`src/lbe_pkg.sv`:
```
`timescale 1ns / 1ps
// Shared types and constants of the Lagrange basis evaluator.
package lbe_pkg;

    localparam int PT_W          = 16;
    localparam int DIFF_W        = PT_W + 1;
    localparam int LIMB_W        = 32;
    localparam int OUT_FRAC      = 16;
    localparam int VAL_W         = 32;
    localparam int IDX_OUT_W     = 3;
    localparam int CNT_RAW_W     = 3;
    localparam int CFG_IDX_W     = 3;
    localparam int CFG_DATA_W    = 16;
    localparam int MIN_POINTS    = 2;
    localparam int PT_RESET_STEP = 4096;

    localparam logic [CFG_IDX_W-1:0] REG_POINT_COUNT = 3'd0;
    localparam logic [CFG_IDX_W-1:0] REG_POINT_0     = 3'd1;

    localparam logic [VAL_W-1:0] VAL_POS_SAT = 32'h7FFF_FFFF;
    localparam logic [VAL_W-1:0] VAL_NEG_SAT = 32'h8000_0000;

    typedef struct packed {
        logic clear;
        logic start;
    } t_mul_cmd;

    typedef struct packed {
        logic [VAL_W-1:0] value;
        logic             sat;
    } t_div_res;

endpackage

```
`src/lbe_cfg.sv`:
```
`timescale 1ns / 1ps
// Configuration registers: point count with clamping and the support point file.
module lbe_cfg #(
    parameter int MAX_POINTS = 7
) (
    input  logic                                i_clk,
    input  logic                                i_rst_n,
    input  logic                                i_cfg_we,
    input  logic [lbe_pkg::CFG_IDX_W-1:0]       i_cfg_index,
    input  logic [lbe_pkg::CFG_DATA_W-1:0]      i_cfg_data,
    input  logic [$clog2(MAX_POINTS)-1:0]       i_rd_addr,
    output logic [$clog2(MAX_POINTS+1)-1:0]     o_count,
    output logic signed [lbe_pkg::PT_W-1:0]     o_point
);

    localparam int AW = $clog2(MAX_POINTS);
    localparam int IW = $clog2(MAX_POINTS + 1);

    logic [lbe_pkg::CNT_RAW_W-1:0]  r_count;
    logic signed [lbe_pkg::PT_W-1:0] r_pt [MAX_POINTS];
    logic [lbe_pkg::CFG_IDX_W-1:0]  wr_slot;
    logic                           wr_point;

    assign wr_slot  = i_cfg_index - lbe_pkg::REG_POINT_0;
    assign wr_point = i_cfg_we && (i_cfg_index >= lbe_pkg::REG_POINT_0)
                      && ({1'b0, wr_slot} < (lbe_pkg::CFG_IDX_W + 1)'(MAX_POINTS));

    always_ff @(posedge i_clk) begin
        if (!i_rst_n) begin
            r_count <= lbe_pkg::CNT_RAW_W'(lbe_pkg::MIN_POINTS);
            for (int k = 0; k < MAX_POINTS; k++) begin
                r_pt[k] <= lbe_pkg::PT_W'(k * lbe_pkg::PT_RESET_STEP);
            end
        end else begin
            if (i_cfg_we && (i_cfg_index == lbe_pkg::REG_POINT_COUNT)) begin
                r_count <= i_cfg_data[lbe_pkg::CNT_RAW_W-1:0];
            end
            if (wr_point) begin
                r_pt[wr_slot[AW-1:0]] <= i_cfg_data[lbe_pkg::PT_W-1:0];
            end
        end
    end

    always_comb begin
        if (r_count < lbe_pkg::CNT_RAW_W'(lbe_pkg::MIN_POINTS)) begin
            o_count = IW'(lbe_pkg::MIN_POINTS);
        end else if (r_count > lbe_pkg::CNT_RAW_W'(MAX_POINTS)) begin
            o_count = IW'(MAX_POINTS);
        end else begin
            o_count = IW'(r_count);
        end
    end

    assign o_point = r_pt[i_rd_addr];

endmodule

```
`src/lbe_mul.sv`:
```
`timescale 1ns / 1ps
// Product accumulator that multiplies by one 17-bit factor a limb per cycle.
module lbe_mul #(
    parameter int LIMBS = 4
) (
    input  logic                                i_clk,
    input  logic                                i_rst_n,
    input  lbe_pkg::t_mul_cmd                   i_cmd,
    input  logic [lbe_pkg::DIFF_W-1:0]          i_factor,
    output logic                                o_busy,
    output logic [LIMBS*lbe_pkg::LIMB_W-1:0]    o_acc
);

    localparam int ACC_W = LIMBS * lbe_pkg::LIMB_W;
    localparam int CW    = (LIMBS > 1) ? $clog2(LIMBS) : 1;
    localparam int PW    = lbe_pkg::LIMB_W + lbe_pkg::DIFF_W;

    logic [ACC_W-1:0]              r_acc;
    logic [lbe_pkg::DIFF_W-1:0]    r_factor;
    logic [lbe_pkg::DIFF_W-1:0]    r_carry;
    logic                          r_busy;
    logic [CW-1:0]                 r_cnt;
    logic [PW-1:0]                 prod;
    logic [ACC_W-1:0]              acc_rot;

    assign prod = PW'(r_acc[lbe_pkg::LIMB_W-1:0]) * PW'(r_factor) + PW'(r_carry);

    generate
        if (LIMBS > 1) begin : g_multi
            assign acc_rot = {prod[lbe_pkg::LIMB_W-1:0], r_acc[ACC_W-1:lbe_pkg::LIMB_W]};
        end else begin : g_single
            assign acc_rot = prod[lbe_pkg::LIMB_W-1:0];
        end
    endgenerate

    always_ff @(posedge i_clk) begin
        if (!i_rst_n) begin
            r_busy <= 1'b0;
            r_cnt  <= '0;
        end else if (i_cmd.start) begin
            r_busy <= 1'b1;
            r_cnt  <= CW'(LIMBS - 1);
        end else if (r_busy) begin
            if (r_cnt == '0) begin
                r_busy <= 1'b0;
            end else begin
                r_cnt <= r_cnt - 1'b1;
            end
        end
    end

    always_ff @(posedge i_clk) begin
        if (i_cmd.clear) begin
            r_acc <= ACC_W'(1);
        end else if (i_cmd.start) begin
            r_factor <= i_factor;
            r_carry  <= '0;
        end else if (r_busy) begin
            r_acc   <= acc_rot;
            r_carry <= prod[PW-1:lbe_pkg::LIMB_W];
        end
    end

    assign o_busy = r_busy;
    assign o_acc  = r_acc;

endmodule

```
`src/lbe_div.sv`:
```
`timescale 1ns / 1ps
// Restoring divider, one quotient bit per cycle, with rounding and saturation.
module lbe_div #(
    parameter int PROD_BITS = 102
) (
    input  logic                    i_clk,
    input  logic                    i_rst_n,
    input  logic                    i_start,
    input  logic [PROD_BITS-1:0]    i_num,
    input  logic [PROD_BITS-1:0]    i_den,
    input  logic                    i_neg,
    output logic                    o_busy,
    output lbe_pkg::t_div_res       o_res
);

    localparam int NUM_BITS = PROD_BITS + lbe_pkg::OUT_FRAC;
    localparam int QW       = lbe_pkg::VAL_W + 1;
    localparam int DCW      = $clog2(NUM_BITS);

    logic [NUM_BITS-1:0]   r_num;
    logic [PROD_BITS-1:0]  r_den;
    logic [PROD_BITS-1:0]  r_rem;
    logic [QW-1:0]         r_q;
    logic [QW:0]           r_qr;
    logic                  r_big;
    logic                  r_neg;
    logic                  r_busy;
    logic                  r_round;
    logic [DCW-1:0]        r_cnt;

    logic [PROD_BITS:0]    rem_sh;
    logic [PROD_BITS+1:0]  sdiff;
    logic                  ge;
    logic [PROD_BITS+1:0]  rdiff;
    logic                  rnd;
    logic                  sat_pos;
    logic                  sat_neg;

    assign rem_sh = {r_rem, r_num[NUM_BITS-1]};
    assign sdiff  = {1'b0, rem_sh} - {2'b00, r_den};
    assign ge     = !sdiff[PROD_BITS+1];
    assign rdiff  = {1'b0, r_rem, 1'b0} - {2'b00, r_den};
    assign rnd    = !rdiff[PROD_BITS+1];

    always_ff @(posedge i_clk) begin
        if (!i_rst_n) begin
            r_busy  <= 1'b0;
            r_round <= 1'b0;
            r_cnt   <= '0;
        end else if (i_start) begin
            r_busy  <= 1'b1;
            r_round <= 1'b0;
            r_cnt   <= DCW'(NUM_BITS - 1);
        end else if (r_busy) begin
            if (r_round) begin
                r_busy  <= 1'b0;
                r_round <= 1'b0;
            end else if (r_cnt == '0) begin
                r_round <= 1'b1;
            end else begin
                r_cnt <= r_cnt - 1'b1;
            end
        end
    end

    always_ff @(posedge i_clk) begin
        if (i_start) begin
            r_num <= {i_num, {lbe_pkg::OUT_FRAC{1'b0}}};
            r_den <= i_den;
            r_rem <= '0;
            r_q   <= '0;
            r_big <= 1'b0;
            r_neg <= i_neg;
        end else if (r_busy && r_round) begin
            r_qr <= {1'b0, r_q} + (QW + 1)'(rnd);
        end else if (r_busy) begin
            r_num <= {r_num[NUM_BITS-2:0], 1'b0};
            r_rem <= ge ? sdiff[PROD_BITS-1:0] : rem_sh[PROD_BITS-1:0];
            r_q   <= {r_q[QW-2:0], ge};
            r_big <= r_big | r_q[QW-1];
        end
    end

    assign sat_pos = r_big || (|r_qr[QW:QW-2]);
    assign sat_neg = r_big || (|r_qr[QW:QW-1]) || (r_qr[QW-2] && (|r_qr[QW-3:0]));

    always_comb begin
        if (r_neg) begin
            o_res.sat   = sat_neg;
            o_res.value = sat_neg ? lbe_pkg::VAL_NEG_SAT
                                  : (lbe_pkg::VAL_W)'(0) - r_qr[lbe_pkg::VAL_W-1:0];
        end else begin
            o_res.sat   = sat_pos;
            o_res.value = sat_pos ? lbe_pkg::VAL_POS_SAT : r_qr[lbe_pkg::VAL_W-1:0];
        end
    end

    assign o_busy = r_busy;

endmodule

```
`src/lagrange_basis_evaluator_top.sv`:
```
`timescale 1ns / 1ps
// Top level of the Lagrange basis evaluator: sequencer, output register and units.
// For each accepted eval_point the block emits one word per active support point,
// in index order, with last set on the final one; the input is stalled from the
// accept until the final word has been loaded into the output register. Each basis
// value is computed with the single 32x17 multiplier, which walks LIMBS =
// ceil(17*(MAX_POINTS-1)/32) 32-bit limbs per product factor, and with the
// restoring divider, which takes NUM_BITS = 17*(MAX_POINTS-1)+16 steps.
// Coinciding support points give a zero value with divide_error set.
module lagrange_basis_evaluator_top #(
    parameter int MAX_POINTS = 7
) (
    input  logic                                i_clk,
    input  logic                                i_rst_n,
    input  logic                                i_cfg_we,
    input  logic [lbe_pkg::CFG_IDX_W-1:0]       i_cfg_index,
    input  logic [lbe_pkg::CFG_DATA_W-1:0]      i_cfg_data,
    input  logic                                i_in_valid,
    output logic                                o_in_stall,
    input  logic signed [lbe_pkg::PT_W-1:0]     i_eval_point,
    output logic                                o_out_valid,
    input  logic                                i_out_stall,
    output logic [lbe_pkg::IDX_OUT_W-1:0]       o_basis_index,
    output logic signed [lbe_pkg::VAL_W-1:0]    o_basis_value,
    output logic                                o_saturated,
    output logic                                o_divide_error,
    output logic                                o_last
);

    localparam int AW        = $clog2(MAX_POINTS);
    localparam int IW        = $clog2(MAX_POINTS + 1);
    localparam int PROD_BITS = lbe_pkg::DIFF_W * (MAX_POINTS - 1);
    localparam int LIMBS     = (PROD_BITS + lbe_pkg::LIMB_W - 1) / lbe_pkg::LIMB_W;
    localparam int ACC_W     = LIMBS * lbe_pkg::LIMB_W;

    typedef enum logic [8:0] {
        S_IDLE  = 9'b000000001,
        S_PI    = 9'b000000010,
        S_DEN   = 9'b000000100,
        S_DWAIT = 9'b000001000,
        S_NUM   = 9'b000010000,
        S_NWAIT = 9'b000100000,
        S_DIV   = 9'b001000000,
        S_QWAIT = 9'b010000000,
        S_OUT   = 9'b100000000
    } t_state;

    t_state                          r_state, n_state;
    logic signed [lbe_pkg::PT_W-1:0] r_x, n_x;
    logic signed [lbe_pkg::PT_W-1:0] r_pi, n_pi;
    logic [IW-1:0]                   r_i, n_i;
    logic [IW-1:0]                   r_j, n_j;
    logic                            r_neg, n_neg;
    logic [PROD_BITS-1:0]            r_den, n_den;
    logic                            r_err, n_err;
    logic                            r_nz, n_nz;

    logic                               r_out_valid;
    logic [lbe_pkg::IDX_OUT_W-1:0]      r_out_index;
    logic [lbe_pkg::VAL_W-1:0]          r_out_value;
    logic                               r_out_sat;
    logic                               r_out_err;
    logic                               r_out_last;

    logic [IW-1:0]                   active_cnt;
    logic [AW-1:0]                   rd_addr;
    logic signed [lbe_pkg::PT_W-1:0] pt_rd;
    logic signed [lbe_pkg::PT_W-1:0] opnd_a;
    logic [lbe_pkg::DIFF_W-1:0]      diff;
    logic [lbe_pkg::DIFF_W-1:0]      diff_mag;
    logic                            diff_neg;
    lbe_pkg::t_mul_cmd               mul_cmd;
    logic                            mul_busy;
    logic [ACC_W-1:0]                mul_acc;
    logic                            div_start;
    logic                            div_busy;
    lbe_pkg::t_div_res               div_res;
    logic                            den_zero;
    logic                            num_zero;
    logic                            out_free;
    logic                            out_load;
    logic                            is_last;

    lbe_cfg #(
        .MAX_POINTS (MAX_POINTS)
    ) u_cfg (
        .i_clk       (i_clk),
        .i_rst_n     (i_rst_n),
        .i_cfg_we    (i_cfg_we),
        .i_cfg_index (i_cfg_index),
        .i_cfg_data  (i_cfg_data),
        .i_rd_addr   (rd_addr),
        .o_count     (active_cnt),
        .o_point     (pt_rd)
    );

    lbe_mul #(
        .LIMBS (LIMBS)
    ) u_mul (
        .i_clk    (i_clk),
        .i_rst_n  (i_rst_n),
        .i_cmd    (mul_cmd),
        .i_factor (diff_mag),
        .o_busy   (mul_busy),
        .o_acc    (mul_acc)
    );

    lbe_div #(
        .PROD_BITS (PROD_BITS)
    ) u_div (
        .i_clk   (i_clk),
        .i_rst_n (i_rst_n),
        .i_start (div_start),
        .i_num   (mul_acc[PROD_BITS-1:0]),
        .i_den   (r_den),
        .i_neg   (r_neg),
        .o_busy  (div_busy),
        .o_res   (div_res)
    );

    assign rd_addr  = (r_state == S_PI) ? r_i[AW-1:0] : r_j[AW-1:0];
    assign opnd_a   = (r_state == S_NUM) ? r_x : r_pi;
    assign diff     = {opnd_a[lbe_pkg::PT_W-1], opnd_a} - {pt_rd[lbe_pkg::PT_W-1], pt_rd};
    assign diff_neg = diff[lbe_pkg::DIFF_W-1];
    assign diff_mag = diff_neg ? (lbe_pkg::DIFF_W)'(0) - diff : diff;

    assign den_zero = (r_den == '0);
    assign num_zero = (mul_acc[PROD_BITS-1:0] == '0);
    assign out_free = !r_out_valid || !i_out_stall;
    assign out_load = (r_state == S_OUT) && out_free;
    assign is_last  = (IW'(r_i + 1'b1) == active_cnt);

    always_comb begin
        n_state   = r_state;
        n_x       = r_x;
        n_pi      = r_pi;
        n_i       = r_i;
        n_j       = r_j;
        n_neg     = r_neg;
        n_den     = r_den;
        n_err     = r_err;
        n_nz      = r_nz;
        mul_cmd   = '0;
        div_start = 1'b0;
        case (r_state)
            S_IDLE: begin
                if (i_in_valid) begin
                    n_x     = i_eval_point;
                    n_i     = '0;
                    n_state = S_PI;
                end
            end
            S_PI: begin
                n_pi          = pt_rd;
                n_j           = '0;
                n_neg         = 1'b0;
                mul_cmd.clear = 1'b1;
                n_state       = S_DEN;
            end
            S_DEN: begin
                if (r_j == active_cnt) begin
                    n_den         = mul_acc[PROD_BITS-1:0];
                    n_j           = '0;
                    mul_cmd.clear = 1'b1;
                    n_state       = S_NUM;
                end else if (r_j == r_i) begin
                    n_j = r_j + 1'b1;
                end else begin
                    mul_cmd.start = 1'b1;
                    n_neg         = r_neg ^ diff_neg;
                    n_state       = S_DWAIT;
                end
            end
            S_DWAIT: begin
                if (!mul_busy) begin
                    n_j     = r_j + 1'b1;
                    n_state = S_DEN;
                end
            end
            S_NUM: begin
                if (r_j == active_cnt) begin
                    n_state = S_DIV;
                end else if (r_j == r_i) begin
                    n_j = r_j + 1'b1;
                end else begin
                    mul_cmd.start = 1'b1;
                    n_neg         = r_neg ^ diff_neg;
                    n_state       = S_NWAIT;
                end
            end
            S_NWAIT: begin
                if (!mul_busy) begin
                    n_j     = r_j + 1'b1;
                    n_state = S_NUM;
                end
            end
            S_DIV: begin
                n_err = den_zero;
                n_nz  = num_zero;
                if (!den_zero && !num_zero) begin
                    div_start = 1'b1;
                    n_state   = S_QWAIT;
                end else begin
                    n_state = S_OUT;
                end
            end
            S_QWAIT: begin
                if (!div_busy) begin
                    n_state = S_OUT;
                end
            end
            S_OUT: begin
                if (out_free) begin
                    if (is_last) begin
                        n_state = S_IDLE;
                    end else begin
                        n_i     = r_i + 1'b1;
                        n_state = S_PI;
                    end
                end
            end
            default: begin
                n_state = S_IDLE;
            end
        endcase
    end

    always_ff @(posedge i_clk) begin
        if (!i_rst_n) begin
            r_state     <= S_IDLE;
            r_i         <= '0;
            r_j         <= '0;
            r_out_valid <= 1'b0;
        end else begin
            r_state <= n_state;
            r_i     <= n_i;
            r_j     <= n_j;
            if (out_load) begin
                r_out_valid <= 1'b1;
            end else if (!i_out_stall) begin
                r_out_valid <= 1'b0;
            end
        end
    end

    always_ff @(posedge i_clk) begin
        r_x   <= n_x;
        r_pi  <= n_pi;
        r_neg <= n_neg;
        r_den <= n_den;
        r_err <= n_err;
        r_nz  <= n_nz;
        if (out_load) begin
            r_out_index <= lbe_pkg::IDX_OUT_W'(r_i);
            r_out_value <= (r_err || r_nz) ? '0 : div_res.value;
            r_out_sat   <= (r_err || r_nz) ? 1'b0 : div_res.sat;
            r_out_err   <= r_err;
            r_out_last  <= is_last;
        end
    end

    assign o_in_stall     = (r_state != S_IDLE);
    assign o_out_valid    = r_out_valid;
    assign o_basis_index  = r_out_index;
    assign o_basis_value  = r_out_value;
    assign o_saturated    = r_out_sat;
    assign o_divide_error = r_out_err;
    assign o_last         = r_out_last;

`ifndef SYNTH
    a_mul_start_idle: assert property (@(posedge i_clk) disable iff (!i_rst_n)
        mul_cmd.start |-> !mul_busy)
        else $error("Multiplier started while busy.");

    a_div_den_nonzero: assert property (@(posedge i_clk) disable iff (!i_rst_n)
        div_start |-> !den_zero && !mul_busy)
        else $error("Divider started with a zero denominator or a busy multiplier.");

    a_idle_units_quiet: assert property (@(posedge i_clk) disable iff (!i_rst_n)
        (r_state == S_IDLE) |-> !mul_busy && !div_busy)
        else $error("Arithmetic unit busy while the sequencer is idle.");

    a_last_ends_item: assert property (@(posedge i_clk) disable iff (!i_rst_n)
        (out_load && is_last) |=> (r_state == S_IDLE) && o_out_valid && o_last)
        else $error("Final word did not end the item.");
`endif

endmodule

```
`config.mk`:
```
export PLATFORM = sky130hd
export DESIGN_NAME = lagrange_basis_evaluator_top
export DESIGN_NICKNAME = d
export VERILOG_FILES = /design/src/lbe_pkg.sv /design/src/lbe_cfg.sv /design/src/lbe_mul.sv /design/src/lbe_div.sv /design/src/lagrange_basis_evaluator_top.sv
export SDC_FILE = /design/constraint.sdc
export NUM_CORES = 2
export LEC_CHECK = 0
export BUFFER_PORTS_ARGS = -buffer_cell sky130_fd_sc_hd__buf_2
export CORE_UTILIZATION = 25
export CTS_CLUSTER_SIZE = 20
export DETAILED_ROUTE_END_ITERATION = 6
export PLACE_DENSITY = 0.42
export SETUP_SLACK_MARGIN = 0.2
export SLEW_MARGIN = 20
export SYNTH_ARGS = -nofsm -noshare
export SYNTH_HDL_FRONTEND = slang
export SYNTH_SLANG_ARGS = --single-unit
```
`constraint.sdc`:
```
create_clock -name i_clk -period 7.2 [get_ports i_clk]
set_clock_uncertainty 0.1 [all_clocks]
set_input_delay 0.36 -clock i_clk [delete_from_list [all_inputs] [get_ports i_clk]]
set_output_delay 0.36 -clock i_clk [all_outputs]
set_load 0.05 [all_outputs]
```
; ---- Word-level counts from Yosys, hierarchy flattened
; Memory sizes are Yosys's and may differ from the RTL's.
; Index checks and enable logic that the tools add are counted.
[totals]
reg_bits = 743
latchBits = 0
ram_bits = 112
mem_bits_ro = 0
in_bits = 40
output_inout_bits = 40
elab_cells = 208
n_memories = 1
[memory_table]
columns = name, words, width, read_ports, rd_clocked_by_memory_dff, wr, line
row1 = u_cfg.r_pt, 7, 16, 1, 0, 7, lbe_cfg.sv:20  ; logic signed [lbe_pkg::PT_W-1:0] r_pt [MAX_POINTS];
[op_classes]
addsub = 12
multipliers = 1
div = 0
magnitude_cmp = 4
eq_ne = 30
shifts = 0
n_mux = 68
bitwise = 9
reduce_logical = 50
[ops]
columns = op, n
row1 = $mux W118, 3
row2 = $sub A103 B102 Y104, 2
row3 = $logic_not A102 Y1, 2
row4 = $mux W102, 1
row5 = $mux W9, 10
row6 = $pmux W9 S9, 1
row7 = $mux W32, 2
row8 = $add A49 B17 Y49, 1
row9 = $mul A32 B17 Y49, 1
row10 = $mux W16, 3
row11 = $add A33 B1 Y34, 1
row12 = $mux W3, 11
row13 = $mux W33, 1
row14 = $sub A1 B32 Y32 const A, 1
row15 = $reduce_or A31 Y1, 1
row16 = $mux W7, 4
row17 = $ne A2 B2 Y1 const B, 14
row18 = $mux W1, 23
row19 = $reduce_and A2 Y1, 9
row20 = $mux W17, 1
row21 = $sub A1 B17 Y17 const A, 1
row22 = $sub A16 B16 Y17, 1
row23 = $reduce_or A16 Y1, 1
row24 = $pmux W3 S4, 1
row25 = 40 further kinds, 78

; ---- Logic depth before layout (Yosys ltp)
[depth]
ltp_word = 8
depth_mapped = 28
mapped_depth_nobuf = 26

; ---- Modules after synthesis
; A second synthesis with hierarchy kept.
[hier_totals]
cells_unflattened = 6319
area_unflattened_um2 = 61452.7
[by_module_without_submodules]
columns = module, n_inst, cells_per_inst, area_each_um2, seq_area_each_um2
row1 = lbe_mul, 1, 2730, 23791.6, 3643.5
row2 = lbe_div, 1, 2515, 23050.9, 10079.7
row3 = lagrange_basis_evaluator_top, 1, 671, 8673.3, 5575.3
row4 = lbe_cfg, 1, 403, 5936.9, 3743.6

; ---- Worst setup path before layout
; OpenSTA, ideal clock, no wires.
[synth_timing]
kind = register to register
startpoint = register u_mul.r_acc[8], in the netlist u_mul.o_acc[8]
endpoint = register u_mul.r_carry[13] (netlist name), data pin
setup_ns = 0.291
arrival_time_ns = 6.644
required_ns = 6.809
slack_ns = 0.165
path_stages_with_launch = 27
n_path_buf = 2
synth_period_minus_slack_ns = 7.035
path_cell_list = dfxtp_1 -> clkbuf_1 -> clkbuf_1 -> nand2_1 -> fa_1 -> fa_1 -> inv_1 -> fa_1 -> inv_1 -> fa_1 -> inv_1 -> fa_1 -> inv_1 -> fa_1 -> inv_1 -> ha_1 -> and3_1 -> and4_1 -> and3_1 -> a2111o_1 -> o21ai_1 -> nand2_1 -> a31oi_1 -> a31oi_1 -> a311o_1 -> mux2i_1 -> nor2_1
[synth_via]
elab_chain_len = 3
[synth_rtl]
columns = element, line
row1 = start: declaration, lbe_mul.sv:18  ; logic [ACC_W-1:0] r_acc;
row2 = start signal: assignment, lbe_mul.sv:59  ; r_acc <= acc_rot;
row3 = $mul A32 B17 Y49, lbe_mul.sv:26  ; assign prod = PW'(r_acc[lbe_pkg::LIMB_W-1:0]) * PW'(r_factor) + PW'(r_carry);
row4 = $add A49 B17 Y49, lbe_mul.sv:26
row5 = $mux W17, lbe_mul.sv:58  ; end else if (r_busy) begin
row6 = end signal: assignment, lbe_mul.sv:60  ; r_carry <= prod[PW-1:lbe_pkg::LIMB_W];
row7 = end: declaration, lbe_mul.sv:20  ; logic [lbe_pkg::DIFF_W-1:0] r_carry;
; No other way between the ends. The select of a mux whose other input is x is not followed.
; A chain may end at the register's enable or synchronous reset.

; ---- Worst setup path after layout
[layout_timing]
startpoint = register u_mul.r_factor[6] (netlist name)
endpoint = register u_mul.r_carry[13] (netlist name), data pin
[layout_via]
elab_chain_len = 3
[layout_rtl]
columns = element, line
row1 = start: declaration, lbe_mul.sv:19  ; logic [lbe_pkg::DIFF_W-1:0] r_factor;
row2 = start signal: assignment, lbe_mul.sv:56  ; r_factor <= i_factor;
row3 = $mul A32 B17 Y49, lbe_mul.sv:26
row4 = $add A49 B17 Y49, lbe_mul.sv:26
row5 = $mux W17, lbe_mul.sv:58
; No other way between the ends. The select of a mux whose other input is x is not followed.

==> run metrics <==
status finished, final reports clean; number of H-tree levels 3; maximum clock frequency 146.3 MHz; number of buffer cells added on primary ports 79; count of standard-cell rows 180; global-route wire length before repair about 280000 um; height of the die 493.4 um; clock root cell sky130_fd_sc_hd__clkbuf_16; Critical R2R Capture u_mul.r_carry[13]; fraction of final layout cells with drive strength greater than 1 12.33%; portion of the post-synthesis area used by sequential elements 38.17%; Worst Path Buf+Inv 7; Iteration-0 DRC Markers around 2900; Post-Synthesis Cells 6264; filler cell count 25225; overall track demand over capacity in global routing 15.02%; Placement Cell Area approximately 65000 sq um; crit-path max FO 5; number of enable flip-flop cells after synthesis 560; number of hold violations in the final report 0; initial antenna violation count 7; # nets final 7169; distinct cell type count after synthesis 85; number of buffers on the longest clock path 3; cells on worst reg2reg path 25; DRT Wirelength ~190000 um; mean number of vias per cell 4.627; routed wire length per instance 19.39 um; largest net degree at the start of global routing about 190; Crit. path cell count 25; register-to-register setup slack 0.36 ns; Most used DFF post-synth sky130_fd_sc_hd__edfxtp_1; Post-Layout Inst Area 70340 sq um; total setup violations reported at the end of the flow 0; Max-Slew Margin vs Limit 25.62%; setup repair after global routing missed its margin yes; TritonCTS clock tree yes; WHS Path Cells 3; leak pwr roughly 29 nW; Critical Setup Path Class reg -> reg; largest delay contributor family on the critical path adder cells; overflow left after global routing 0; Critical R2R Launch u_mul.r_factor[6]; slowest cell on the critical path sky130_fd_sc_hd__fa_1; fin crit period 6.836 ns; area of the mapped netlist 60370 sq um; per-instance average area after synthesis 9.637 sq um; register cell area after layout 23060 sq um; vias in the first global route 45249; hold slack final roughly 0.068 ns; portion of the clock cycle consumed by the worst path in the final layout 94.94%; clock-pin slew reported for the worst setup and hold paths after clock tree synthesis about 0.060 ns; placer's final routability congestion estimate 0.8651; count of pins on the block boundary 80; worst vdd rail ir drop around 0.18 mV; data required time at the worst endpoint 7.52 ns; final HPWL from detailed placement 139000 um; Yosys warning total 0; power density relative to cell area 186.8 nW/um^2; total vias in the final route ~45000; detailed-routing iteration count for the pre-antenna-repair pass 5; CP Capture Type flop; layout-stage area growth over the synthesis result 16.52%; initial standard-cell utilization of the core approximately 25%; most frequent cell on the critical path sky130_fd_sc_hd__fa_1; type of the most critical hold path in -> reg; slew of the pin with the lowest slew margin 1.112 ns; clk sinks 871; die extent in x just under 500 um; remaining antenna violation count 0; crit path DAT approximately 7.2 ns; number of synthesized register bits 871; Setup crit start kind flop; DIE AREA 243400 sq um; footprint of the multi-input gates roughly 34000 sq um; number of remaining DRC errors 0; number of buffers created by CTS 98; Crit. Startpoint u_mul.r_factor[6]; number of slew-limit violations in the final report 0; highest cell delay on the worst timing path about 0.54 ns; worst setup path endpoint u_mul.r_carry[13]; share of async-settable or async-resettable flops after synthesis 0%; Max Cap Viol 0; placeable core region 240300 sq um; clock latency of the later-clocked register in the worst-skew pair 0.75 ns
[what timing repair did]
item                                   in CTS  in global routing
buffers inserted                            6                 40
resized for setup                          27                110
cloned                                      1                 11
pin swaps                                  23                116
hold buffers                               38                  0
setup endpoints to repair                  11                 19
endpoints found under the hold margin     145                  0
[sequential cells by signal (all words and copies together), names as in the netlist, 33 cells and up]
| register | count |
|---|---|
| u_mul.o_acc | 128 |
| u_div.r_rem | 102 |
| r_den | 102 |
| u_cfg.r_pt | 128 |
| u_div.r_q | 33 |
| u_div.r_den | 102 |
| u_div.r_num | 102 |
| u_div.r_qr | 34 |
[synthesized netlist by cell type (all sizes together), types with 94 or more instances]
| library cell | count | area, sq um |
|---|---|---|
| a21oi | 487 | 2449 |
| and2 | 268 | 1677 |
| clkbuf | 301 | 1130 |
| dfxtp | 311 | 6226 |
| edfxtp | 560 | 16820 |
| fa | 468 | 9369 |
| ha | 268 | 3353 |
| inv | 744 | 2793 |
| mux2 | 121 | 1363 |
| nand2 | 939 | 3525 |
| nor2 | 397 | 1490 |
| nor3 | 94 | 475.5 |
| o21ai | 214 | 1075 |
| xnor2 | 134 | 1174 |
[kinds of logic (layout without fill, tap and decap cells)]
family	Yosys count	count (layout)	synth area share, %
simple gates	2054	2054	15.60
compound gates	1111	1111	11.26
buf+inv	1101	1300	6.929
flops	871	871	38.17
fa+ha+maj	736	736	21.07
xor+xnor	204	204	2.960
mux	186	186	3.998
other cells	1	17	0.006212
[metal layers]
metal	up-vias	wire [um]	global-route usage, %
met5	-	0	0
met3	197	6652	1.525
li1	21279	-	-
met4	0	3906	3.233
met1	22371	89280	21.22
met2	871	87590	24.65
[worst min-delay path: stages]
cell,delay (ns)
sky130_fd_sc_hd__buf_2,0.11
sky130_fd_sc_hd__inv_1,0.09
sky130_fd_sc_hd__nor2_4,0.12
[cells in the final DEF (no fill, tap or decap), types with 24 or more instances in the layout]
cell and n:
sky130_fd_sc_hd__dlygate4sd3_1 38, sky130_fd_sc_hd__clkbuf_16 107, sky130_fd_sc_hd__nor3_1 92, sky130_fd_sc_hd__nand3_1 50, sky130_fd_sc_hd__nand2_1 933, sky130_fd_sc_hd__buf_12 35, sky130_fd_sc_hd__dfxtp_1 303, sky130_fd_sc_hd__mux2i_1 30
sky130_fd_sc_hd__a21o_1 79, sky130_fd_sc_hd__fa_1 454, sky130_fd_sc_hd__mux2_2 121, sky130_fd_sc_hd__inv_1 726, sky130_fd_sc_hd__a211oi_1 52, sky130_fd_sc_hd__nand2b_1 24, sky130_fd_sc_hd__edfxtp_1 560, sky130_fd_sc_hd__and2_1 258
sky130_fd_sc_hd__xor2_1 70, sky130_fd_sc_hd__a31oi_1 33, sky130_fd_sc_hd__mux4_2 32, sky130_fd_sc_hd__ha_1 247, sky130_fd_sc_hd__nor4_1 62, sky130_fd_sc_hd__nor2_1 392, sky130_fd_sc_hd__buf_2 80, sky130_fd_sc_hd__and3_1 26
sky130_fd_sc_hd__nor2b_1 26, sky130_fd_sc_hd__buf_4 191, sky130_fd_sc_hd__nand4_1 83, sky130_fd_sc_hd__o211ai_1 30, sky130_fd_sc_hd__o21bai_1 45, sky130_fd_sc_hd__a21oi_1 472, sky130_fd_sc_hd__o21ai_0 196, sky130_fd_sc_hd__xnor2_1 134
[stage by stage]
stage | worst slack, ns | setup TNS (ns) | power (mW) | utilization (%) | cells
after global routing | 0.1610 | 0 | 13.76 | 29.27 | 9663
after CTS | 0.2002 | 0 | 13.28 | 28.86 | 9612
final | 0.3644 | 0 | 13.14 | 29.27 | 9664
after floorplan | 0.1923 | 0 | 7.272 | - | 6279
after global placement | -0.1501 | -0.1611 | 7.916 | 27.23 | 9382
after detailed placement | -0.1091 | -0.1091 | 7.921 | 27.23 | 9382
[report_power, final]
part	switching, mW	internal (mW)
Combinational	1.37	0.807
Sequential	0.172	5.52
Clock	2.27	3.00
Total	3.81	9.33
[worst min path at each step]
stage | from | to | slack [ns]
floorplan | r_den[47] | u_div.r_den[47] | 0.32
global placement | r_den[22] | u_div.r_den[22] | 0.34
detailed placement | r_den[92] | u_div.r_den[92] | 0.34
CTS | i_cfg_index[2] | u_cfg.r_count[2] | 0.03
global route | i_in_valid | r_x[0] | 0.07
finish | i_in_valid | r_x[0] | 0.07
[final cells by class]
cell class	count	share of cell area, %
multi-input combinational	4307	48.03
sequential	871	32.78
clock buffer	118	3.679
antenna	1	0.003558
clock inverter	67	1.106
inverter	745	3.976
tap	3185	5.665
timing repair buffer	370	4.764
(Power assumes the default switching activity.)
